===== src/qews_pkg.sv =====
// package for the two-channel quadrature encoder window speed block
// payload structs, counter width and configuration register indexes; no dependencies
`default_nettype none
package qews_pkg;

  localparam int COUNT_WIDTH = 16;
  localparam int SPEED_WIDTH = 16;
  localparam int WINDOW_WIDTH = 16;
  localparam int CFG_INDEX_WIDTH = 2;
  localparam int CFG_DATA_WIDTH = 16;

  localparam logic [WINDOW_WIDTH-1:0] WINDOW_RESET = WINDOW_WIDTH'(20);

  localparam logic [CFG_INDEX_WIDTH-1:0] CFG_WINDOW_MS  = 2'd0;
  localparam logic [CFG_INDEX_WIDTH-1:0] CFG_ENABLE_ONE = 2'd1;
  localparam logic [CFG_INDEX_WIDTH-1:0] CFG_ENABLE_TWO = 2'd2;

  typedef struct packed {
    logic enc1_a;
    logic enc1_b;
    logic enc2_a;
    logic enc2_b;
    logic ms_tick;
  } qews_in_t;

  typedef struct packed {
    logic signed [SPEED_WIDTH-1:0] speed_one;
    logic signed [SPEED_WIDTH-1:0] speed_two;
    logic                          window_done;
  } qews_out_t;

  typedef struct packed {
    logic step;
    logic close;
  } qews_ctl_t;

endpackage
`default_nettype wire


===== src/quadrature_encoder_window_speed.sv =====
// top level of the two-channel quadrature encoder window speed block
// depends on qews_pkg, qews_win and qews_chan
`default_nettype none
// Takes one sample transaction per clock cycle while in_stall is low and returns one
// result per transaction. A sample is captured in an input register, and in the cycle it
// moves on to the result register the tick count, window check and both edge counters
// are updated. out_valid rises once the transaction has moved on to the result register;
// the sustained rate is one transaction per cycle while out_stall is low, and in_stall
// rises only while both the input and result registers are full and out_stall is high.
// Configuration: index 0 window_ms, 1 enable_one, 2 enable_two; other indexes are
// ignored. Write configuration only while the block is idle.
module quadrature_encoder_window_speed (
  input  logic                                 clk,
  input  logic                                 rst_n,
  input  logic                                 in_valid,
  output logic                                 in_stall,
  input  qews_pkg::qews_in_t                   in_data,
  output logic                                 out_valid,
  input  logic                                 out_stall,
  output qews_pkg::qews_out_t                  out_data,
  input  logic                                 cfg_we,
  input  logic [qews_pkg::CFG_INDEX_WIDTH-1:0] cfg_index,
  input  logic [qews_pkg::CFG_DATA_WIDTH-1:0]  cfg_wdata
);
  import qews_pkg::*;

  logic [WINDOW_WIDTH-1:0] window_ms_r;
  logic                    enable_one_r;
  logic                    enable_two_r;

  logic                    s1_valid_r;
  qews_in_t                s1_data_r;
  logic                    out_valid_r;
  qews_out_t               out_r;

  logic                    advance;
  logic                    close;
  qews_ctl_t               ctl;
  logic [SPEED_WIDTH-1:0]  held_one_nxt;
  logic [SPEED_WIDTH-1:0]  held_two_nxt;

  always_ff @(posedge clk) begin
    if (!rst_n) begin
      window_ms_r  <= WINDOW_RESET;
      enable_one_r <= 1'b1;
      enable_two_r <= 1'b1;
    end else if (cfg_we) begin
      unique case (cfg_index)
        CFG_WINDOW_MS:  window_ms_r  <= cfg_wdata[WINDOW_WIDTH-1:0];
        CFG_ENABLE_ONE: enable_one_r <= cfg_wdata[0];
        CFG_ENABLE_TWO: enable_two_r <= cfg_wdata[0];
        default: ;
      endcase
    end
  end

  assign advance  = s1_valid_r && (!out_valid_r || !out_stall);
  assign in_stall = s1_valid_r && !advance;

  always_ff @(posedge clk) begin
    if (!rst_n) begin
      s1_valid_r <= 1'b0;
    end else if (!in_stall) begin
      s1_valid_r <= in_valid;
    end
  end

  always_ff @(posedge clk) begin
    if (in_valid && !in_stall) begin
      s1_data_r <= in_data;
    end
  end

  qews_win u_win (
    .clk       (clk),
    .rst_n     (rst_n),
    .step      (advance),
    .ms_tick   (s1_data_r.ms_tick),
    .window_ms (window_ms_r),
    .close     (close)
  );

  assign ctl.step  = advance;
  assign ctl.close = close;

  qews_chan u_chan_one (
    .clk      (clk),
    .rst_n    (rst_n),
    .ctl      (ctl),
    .enc_a    (s1_data_r.enc1_a),
    .enc_b    (s1_data_r.enc1_b),
    .enable   (enable_one_r),
    .held_nxt (held_one_nxt)
  );

  qews_chan u_chan_two (
    .clk      (clk),
    .rst_n    (rst_n),
    .ctl      (ctl),
    .enc_a    (s1_data_r.enc2_a),
    .enc_b    (s1_data_r.enc2_b),
    .enable   (enable_two_r),
    .held_nxt (held_two_nxt)
  );

  always_ff @(posedge clk) begin
    if (!rst_n) begin
      out_valid_r <= 1'b0;
    end else if (advance) begin
      out_valid_r <= 1'b1;
    end else if (!out_stall) begin
      out_valid_r <= 1'b0;
    end
  end

  always_ff @(posedge clk) begin
    if (advance) begin
      out_r.speed_one   <= held_one_nxt;
      out_r.speed_two   <= held_two_nxt;
      out_r.window_done <= close;
    end
  end

  assign out_valid = out_valid_r;
  assign out_data  = out_r;

`ifndef NO_ASSERTIONS
  a_advance_fills_out: assert property (@(posedge clk) disable iff (!rst_n)
    advance |=> out_valid_r)
    else $error("result register not loaded after a transaction moved on");

  a_no_stall_when_out_free: assert property (@(posedge clk) disable iff (!rst_n)
    (s1_valid_r && !out_valid_r) |-> !in_stall)
    else $error("input stalled while the result register is free");

  a_done_tracks_close: assert property (@(posedge clk) disable iff (!rst_n)
    advance |=> (out_r.window_done == $past(close)))
    else $error("window flag does not match the window close");

  a_hold_when_stalled: assert property (@(posedge clk) disable iff (!rst_n)
    (out_valid_r && out_stall) |=> (out_valid_r && $stable(out_r)))
    else $error("stalled result transaction changed");
`endif

endmodule
`default_nettype wire


===== src/qews_win.sv =====
// millisecond window timer: counts ticks and flags the transaction that closes a window
// depends on qews_pkg
`default_nettype none
module qews_win (
  input  logic                               clk,
  input  logic                               rst_n,
  input  logic                               step,
  input  logic                               ms_tick,
  input  logic [qews_pkg::WINDOW_WIDTH-1:0]  window_ms,
  output logic                               close
);
  import qews_pkg::*;

  logic [WINDOW_WIDTH-1:0] ms_r;
  logic [WINDOW_WIDTH-1:0] ms_inc;
  logic [WINDOW_WIDTH-1:0] ms_nxt;

  assign ms_inc = ms_tick ? ms_r + WINDOW_WIDTH'(1) : ms_r;
  assign close  = (ms_inc >= window_ms);
  assign ms_nxt = close ? '0 : ms_inc;

  always_ff @(posedge clk) begin
    if (!rst_n) begin
      ms_r <= '0;
    end else if (step) begin
      ms_r <= ms_nxt;
    end
  end

endmodule
`default_nettype wire


===== src/qews_chan.sv =====
// one encoder channel: x2 edge counter with window latch of the speed
// depends on qews_pkg
`default_nettype none
module qews_chan (
  input  logic                              clk,
  input  logic                              rst_n,
  input  qews_pkg::qews_ctl_t               ctl,
  input  logic                              enc_a,
  input  logic                              enc_b,
  input  logic                              enable,
  output logic [qews_pkg::SPEED_WIDTH-1:0]  held_nxt
);
  import qews_pkg::*;

  logic                    prev_a_r;
  logic [COUNT_WIDTH-1:0]  count_r;
  logic [COUNT_WIDTH-1:0]  count_base;
  logic [COUNT_WIDTH-1:0]  count_nxt;
  logic [SPEED_WIDTH-1:0]  held_r;
  logic                    edge_hit;

  assign edge_hit   = enable && (enc_a != prev_a_r);
  assign count_base = ctl.close ? '0 : count_r;

  always_comb begin
    count_nxt = count_base;
    if (edge_hit) begin
      if (enc_a != enc_b) begin
        count_nxt = count_base + COUNT_WIDTH'(1);
      end else begin
        count_nxt = count_base - COUNT_WIDTH'(1);
      end
    end
  end

  assign held_nxt = ctl.close ? SPEED_WIDTH'(count_r) : held_r;

  always_ff @(posedge clk) begin
    if (!rst_n) begin
      prev_a_r <= 1'b0;
      count_r  <= '0;
      held_r   <= '0;
    end else if (ctl.step) begin
      prev_a_r <= enc_a;
      count_r  <= count_nxt;
      held_r   <= held_nxt;
    end
  end

endmodule
`default_nettype wire

===== config.mk =====
export PLATFORM = sky130hd
export DESIGN_NAME = quadrature_encoder_window_speed
export DESIGN_NICKNAME = d
export VERILOG_FILES = /design/src/qews_pkg.sv /design/src/quadrature_encoder_window_speed.sv /design/src/qews_win.sv /design/src/qews_chan.sv
export SDC_FILE = /design/constraint.sdc
export NUM_CORES = 1
export LEC_CHECK = 0
export BUFFER_PORTS_ARGS = -buffer_cell sky130_fd_sc_hd__buf_2
export CAP_MARGIN = 20
export CORE_UTILIZATION = 55
export CTS_BUF_LIST = sky130_fd_sc_hd__clkbuf_16
export CTS_CLUSTER_DIAMETER = 50
export DETAILED_ROUTE_END_ITERATION = 12
export PLACE_DENSITY = 0.74
export SYNTH_ARGS = -nofsm -noshare
export SYNTH_HDL_FRONTEND = slang
export SYNTH_SLANG_ARGS = --single-unit

===== constraint.sdc =====
create_clock -name clk -period 5.8 [get_ports clk]
set_input_delay 0.58 -clock clk [delete_from_list [all_inputs] [get_ports clk]]
set_output_delay 0.58 -clock clk [all_outputs]
set_load 0.005 [all_outputs]

==> load_flow_metrics.sql, run 1 <==
INSERT INTO impl_metrics (metric_group, metric, value, unit) VALUES
('synthesis', 'synth.avg_cell_area', '8.58', 'µm²'),
('clock_network', 'post_cts_buffers', '0', ''),
('global_routing', 'grt_first_pass_wirelength', '27300', 'µm'),
('layout', 'final_cell_mix', 'nand2_1 (241), dfxtp_1 (100), buf_2 (62)', ''),
('power', 'power.density', '271', 'nW/µm²'),
('power', 'p_leak', '0.00376', 'µW'),
('floorplanning', 'fp.dieArea', '14600', 'µm²'),
('global_routing', 'grt_util_met1', '33.5', '%'),
('synthesis', 'synth_enable_flop_cells', '38', ''),
('clock_network', 'cts_inserted_buffers', '17', ''),
('synthesis', 'postSynthCellCount', '905', ''),
('drt', 'route.antenna.remaining_nets', '0', ''),
('placed_design', 'globalplace.congestion', '0.878', ''),
('setup_path', 'ff2ff_setup_slack', '0.37', 'ns'),
('synthesis', 'syn_nets', '980', ''),
('synthesis', 'post_synth_design_cell_area', '7760', 'µm²'),
('synthesis', 'synth_sequential_area_ratio', '41.0', '%'),
('floorplanning', 'design.portCount', '63', ''),
('setup_path', 'critical_path_required', '6.11', 'ns'),
('min_path', 'hp-class', 'in -> reg', ''),
('setup_path', 'r2r-start', 'u_win.ms_r[1]', ''),
('layout', 'fin_nets', '1037', ''),
('drt', 'wirelength', '16200', 'µm'),
('synthesis', 'yosys.area.top_type_share', '26.3', '%'),
('drt', 'post_drt_via_cell_ratio', '5.43', ''),
('setup_path', 'worst-endpoint-arrival', '5.74', 'ns'),
('global_routing', 'first_global_vias', '5725', ''),
('synthesis', 'synth_ff_type', 'dfxtp_1', ''),
('layout', 'final_layout_size_suffix_gt1_share', '13.5', '%'),
('sta', 'max_clock_freq', '184', 'MHz'),
('power', 'pwr-share-comb', '12.5', '%'),
('drt', 'detail_route.first_pass.iterations', '5', ''),
('clock_network', 'holdBufCountCts', '0', ''),
('synthesis', 'synth-seq-cells', '140', ''),
('job', 'cap_violations', '0', ''),
('synthesis', 'yosys_warnings', '0', ''),
('global_routing', 'grt_use_met2', '35.8', '%'),
('layout', 'layout.cells.most_common', 'nand2_1', ''),
('drt', 'initial_drt_markers', '481', ''),
('floorplanning', 'row_count', '43', ''),
('floorplanning', 'core_area', '13800', 'µm²'),
('setup_path', 'crit_path_max_fanout', '7', ''),
('drt', 'remaining_drc_errors', '0', ''),
('floorplanning', 'die_w', '121', 'µm'),
('synthesis', 'async_set_or_reset_flop_fraction_in_the_synthesized_netlist', '0', '%'),
('drt', 'num_vias', '6275', ''),
('sta', 'post-route-period-util', '93.6', '%'),
('placed_design', 'placement.io_buffers', '62', ''),
('clock_network', 'cts.clk_slew.worst_paths', '0.06', 'ns'),
('outcome', 'outcome', 'completed', ''),
('global_routing', 'grt.overflow.total', '0', ''),
('sta', 'fin_setup_tns', '0', 'ns'),
('setup_path', 'cp-start-kind', 'register', ''),
('clock_network', 'post_cts_resize_count', '0', ''),
('sta', 'clock_period_minus_worst_slack', '5.43', 'ns'),
('global_routing', 'antenna_found_initial', '0', ''),
('synthesis', 'synthDistinctLibCells', '60', ''),
('placed_design', 'dpl.hpwl', '11000', 'µm'),
('power', 'p_sw', '614', 'µW'),
('clock_network', 'clock_network_latency_to_the_later_pin_of_the_worst_skew_pair', '0.42', 'ns'),
('setup_path', 'reg_to_reg_critical_path_endpoint', 'u_chan_one.count_r[15]', ''),
('placed_design', 'dp_cells', '1122', ''),
('power', 'share_clk_of_total_power', '43.6', '%'),
('global_routing', 'grt.met3_usage', '4.62', '%'),
('layout', 'diodes', '0', ''),
('floorplanning', 'die_y', '121', 'µm'),
('setup_path', 'worstSetupEndpoint', 'u_chan_one.count_r[15]', ''),
('synthesis', 'cell_type_with_the_largest_total_area_after_synthesis', 'dfxtp_1', ''),
('layout', 'finish.cell_count_without_fillers', '1155', ''),
('global_routing', 'grt_usage', '23.7', '%'),
('setup_path', 'setup.worst_path.class', 'reg -> reg', '');
==> flip-flops by register name, indices dropped and copies added, names as in the netlist <==
register,flops
out_data,33
u_chan_one.count_r,16
u_chan_one.held_r,16
u_chan_two.count_r,16
u_chan_two.held_r,16
u_win.ms_r,16
window_ms_r,16
s1_data_r,5
enable_one_r,1
enable_two_r,1
out_valid,1
s1_valid_r,1
u_chan_one.prev_a_r,1
u_chan_two.prev_a_r,1
==> worst min-delay path by stage <==
stage | start | end | slack [ns] | depth (start not counted)
after floorplan | u_chan_one.held_r[0] | u_chan_one.held_r[0] | 0.44 | 2
after global placement | u_chan_one.held_r[15] | u_chan_one.held_r[15] | 0.44 | 2
after detailed placement | u_chan_two.held_r[2] | u_chan_two.held_r[2] | 0.45 | 2
after CTS | in_data[1] | s1_data_r[1] | 0.32 | 1
after global routing | in_data[1] | s1_data_r[1] | 0.32 | 1
final | in_data[4] | s1_data_r[4] | 0.33 | 1
==> critical path, cell delays in order, from the launching register on <==
cell	delay, ns
dfxtp_1	0.39
and4_1	0.23
and3_2	0.24
and3_4	0.22
and3_1	0.24
and3_1	0.26
nand3_1	0.16
xnor2_1	0.17
ha_1	0.31
nand2_1	0.10
nor2_1	0.05
and2_1	0.19
a211oi_4	0.36
and2_1	0.18
ha_1	0.28
a21o_1	0.18
a21o_1	0.18
a221o_1	0.34
a211o_1	0.31
a2111o_1	0.40
a21oi_1	0.15
nand3b_1	0.13
mux2i_1	0.08
a31o_1	0.17
==> per-layer routing <==
metal / vias to the layer above / wire length, µm
met5: - / 0
met4: 0 / 212
met3: 17 / 740
met2: 142 / 6970
met1: 2865 / 8260
li1: 3251 / -
==> power groups by stage <==
stage / Sequential, µW / Combinational, µW / Clock (µW)
after floorplan: 1070 / 226 / 0
after global placement: 1080 / 293 / 0
after detailed placement: 1080 / 297 / 0
after CTS: 1060 / 300 / 1070
after global routing: 1060 / 338 / 1110
final: 1060 / 300 / 1050
==> cells by family after synthesis <==
family	after synthesis	share of synthesized area, %
mux	8	1.05
fa+ha+maj	47	7.77
xor+xnor	39	4.40
flops	140	41.0
compound gates	201	18.5
simple gates	400	23.9
buf+inv	70	3.43
==> metrics by stage <==
step / cell area, µm² / hold WS (ns) / worst slack [ns] / util [%] / power [µW]
3_5_place_dp: 8290 / 0.445 / 0.276 / 59.9 / 1370
5_1_grt: 8890 / 0.321 / 0.0135 / 64.3 / 2510
2_1_floorplan: 7760 / 0.435 / 0.222 / - / 1300
4_1_cts: 8860 / 0.318 / 0.239 / 64.1 / 2420
6_report: 8890 / 0.332 / 0.371 / 64.3 / 2410
3_3_place_gp: 8290 / 0.442 / 0.433 / 59.9 / 1370
==> synth_stat cells, drive strengths merged, types with 8 or more instances <==
library cell  instances
a22oi                22
xnor2                22
and2                 43
nand4                 8
nand3                23
nor2b                30
o21ai                34
a21oi                31
buf                   8
dfxtp               102
inv                  28
and3                 11
a21o                 15
nand2               241
clkbuf               34
a21boi               52
ha                   45
edfxtp               38
xor2                 17
nor2                 17
==> final cells by class <==
type,instances,area (µm²)
clock inverters,15,148
inverters,28,105
repair buffers,80,453
multi-input cells,695,4350
flip-flops and latches,140,3190
clock buffers,17,425
well taps,180,225
fillers,1201,4940
Note: power is estimated with default switching activity, not from simulation.
==> inputs of run 2 (changes only) <==
Settings changed: CORE_MARGIN set to 2, MAX_ROUTING_LAYER set to met4.
==> load_flow_metrics.sql, run 2 (synthesis results as in run 1) <==
INSERT INTO impl_metrics (metric_group, metric, value, unit) VALUES
('setup_path', 'worst-endpoint-arrival', '5.66', 'ns'),
('sta', 'rsz0062_at_grt', 'no', ''),
('power', 'power.density', '271', 'nW/µm²'),
('clock_network', 'cts_root_buf', 'clkbuf_16', ''),
('layout', 'diodes', '0', ''),
('drt', 'wirelength', '16600', 'µm'),
('clock_network', 'clock_path_buffers', '2', ''),
('clock_network', 'clock-sinks', '140', ''),
('sta', 'slew_viol_final', '0', ''),
('sta', 'clock_period_minus_worst_slack', '5.35', 'ns'),
('drt', 'remaining_drc_errors', '0', ''),
('floorplanning', 'die_y', '123', 'µm'),
('global_routing', 'first_global_vias', '5834', ''),
('clock_network', 'cts_tree', 'built', ''),
('layout', 'final_layout_size_suffix_gt1_share', '13.9', '%'),
('layout', 'fin_nets', '1041', ''),
('floorplanning', 'row_count', '43', ''),
('drt', 'post_drt_via_cell_ratio', '5.50', ''),
('setup_path', 'cp-start-kind', 'register', ''),
('sta', 'tightest_slew', '0.958', 'ns'),
('drt', 'num_vias', '6378', ''),
('floorplanning', 'fp.dieArea', '15100', 'µm²'),
('drt', 'routedWlPerCell', '14.3', 'µm'),
('layout', 'final_cell_mix', 'nand2_1 (241), dfxtp_1 (100), buf_2 (62)', ''),
('layout', 'fillCellCount', '1181', ''),
('floorplanning', 'starting_density_of_the_core', '56.1', '%'),
('power', 'finalPower', '2420', 'µW'),
('floorplanning', 'core_area', '13800', 'µm²'),
('drt', 'initial_drt_markers', '426', ''),
('sta', 'fin_setup_tns', '0', 'ns'),
('clock_network', 'ctsHtreeMaxLevel', '4', ''),
('sta', 'clock-skew-final', '0.00760', 'ns'),
('global_routing', 'grt_usage', '24.3', '%'),
('floorplanning', 'die_w', '123', 'µm'),
('outcome', 'outcome', 'completed', ''),
('clock_network', 'clock_network_latency_to_the_later_pin_of_the_worst_skew_pair', '0.42', 'ns'),
('drt', 'detail_route.first_pass.iterations', '5', ''),
('floorplanning', 'design.portCount', '63', ''),
('global_routing', 'grt.overflow.total', '0', ''),
('setup_path', 'crit_path_end_kind', 'register', ''),
('sta', 'timing_hold_violations_final', '0', ''),
('setup_path', 'critical_path_required', '6.12', 'ns'),
('placed_design', 'dpl.hpwl', '11200', 'µm'),
('min_path', 'hp-class', 'in -> reg', ''),
('sta', 'max_clock_freq', '187', 'MHz'),
('job', 'cap_violations', '0', ''),
('power', 'p_leak', '0.00379', 'µW'),
('placed_design', 'globalplace.congestion', '0.879', ''),
('global_routing', 'antenna_found_initial', '0', ''),
('sta', 'post-route-period-util', '92.2', '%'),
('setup_path', 'crit_path_max_fanout', '13', ''),
('clock_network', 'cts.clk_slew.worst_paths', '0.06', 'ns'),
('power', 'ir_drop', '198', 'µV'),
('layout', 'area_delta_synth_final', '14.9', '%'),
('drt', 'route.antenna.remaining_nets', '0', ''),
('sta', 'finalSetupViolCount', '0', ''),
('layout', 'layout.cells.most_common', 'nand2_1', ''),
('clock_network', 'cts_inserted_buffers', '17', ''),
('global_routing', 'grt_first_pass_wirelength', '28200', 'µm'),
('sta', 'worst_slew_margin_relative_to_its_limit', '35.8', '%'),
('layout', 'largest_register_ffs', '33', ''),
('setup_path', 'setup.worst_path.class', 'reg -> reg', ''),
('placed_design', 'placement.io_buffers', '62', ''),
('global_routing', 'grt_max_degree', '60', ''),
('clock_network', 'holdBufCountCts', '0', '');
-- run 2: path summary, 6_finish.rpt --
check / start / to / slack [ns] / cells after the start
max: u_win.ms_r[1] / u_chan_one.count_r[15] / 0.45 / 22
max reg2reg: u_win.ms_r[1] / u_chan_one.count_r[15] / 0.45 / 22
min reg2reg: u_chan_one.held_r[4] / u_chan_one.held_r[4] / 0.45 / 2
min: in_data[3] / s1_data_r[3] / 0.33 / 1
-- run 2: stage by stage --
step                      setup slack [ns]  hold slack [ns]  instance area, µm²  utilization [%]  std cells
after floorplan                      0.222            0.435                7760                -        905
after global placement               0.427            0.441                8310             60.1       1125
after detailed placement             0.296            0.446                8310             60.1       1125
after CTS                            0.235            0.316                8880             64.3       1157
after global routing                0.0333            0.320                8920             64.5       1159
final                                0.452            0.328                8920             64.5       1159
-- run 2: timing repair --
item	CTS	global route
endpoints found under the hold margin	0	0
gates resized for setup	0	8
buffers inserted	0	1
endpoints found under the setup margin	0	7
-- run 2: layout make-up --
cell class / count / area [µm²] / area share, %
Sequential cell: 140 / 3190 / 35.7
Clock buffer: 17 / 425 / 4.77
Multi-Input combinational cell: 695 / 4350 / 48.8
Tap cell: 180 / 225 / 2.53
Clock inverter: 15 / 150 / 1.68
Timing Repair Buffer: 84 / 475 / 5.33
Inverter: 28 / 105 / 1.18
-- run 2: worst max-delay path: stages, from the launching register on --
cell      delay (ns)
dfxtp_1         0.39
and4_1          0.23
and3_2          0.24
and3_2          0.23
and3_1          0.25
and3_1          0.26
nand3_1         0.17
xnor2_1         0.17
ha_1            0.31
a21oi_1         0.20
o21ai_2         0.14
a211oi_4        0.27
buf_4           0.23
and2_1          0.14
ha_1            0.28
and4_1          0.20
a221o_1         0.29
a211o_1         0.32
a2111o_1        0.40
a21oi_1         0.13
nand3b_1        0.13
mux2i_1         0.08
a31o_1          0.18
-- run 2: power breakdown --
group,switching [µW],total [µW],internal (µW)
Combinational,171,304,132
Sequential,23.9,1060,1030
Clock,424,1050,630
-- run 2: metal layers --
| metal | global-route usage [%] | up-vias | wire length, µm |
|---|---|---|---|
| met3 | 4.32 | 22 | 825 |
| li1 | - | 3255 | - |
| met4 | 7.61 | 0 | 242 |
| met5 | - | - | 0 |
| met2 | 35.5 | 152 | 7280 |
| met1 | 34.2 | 2949 | 8260 |
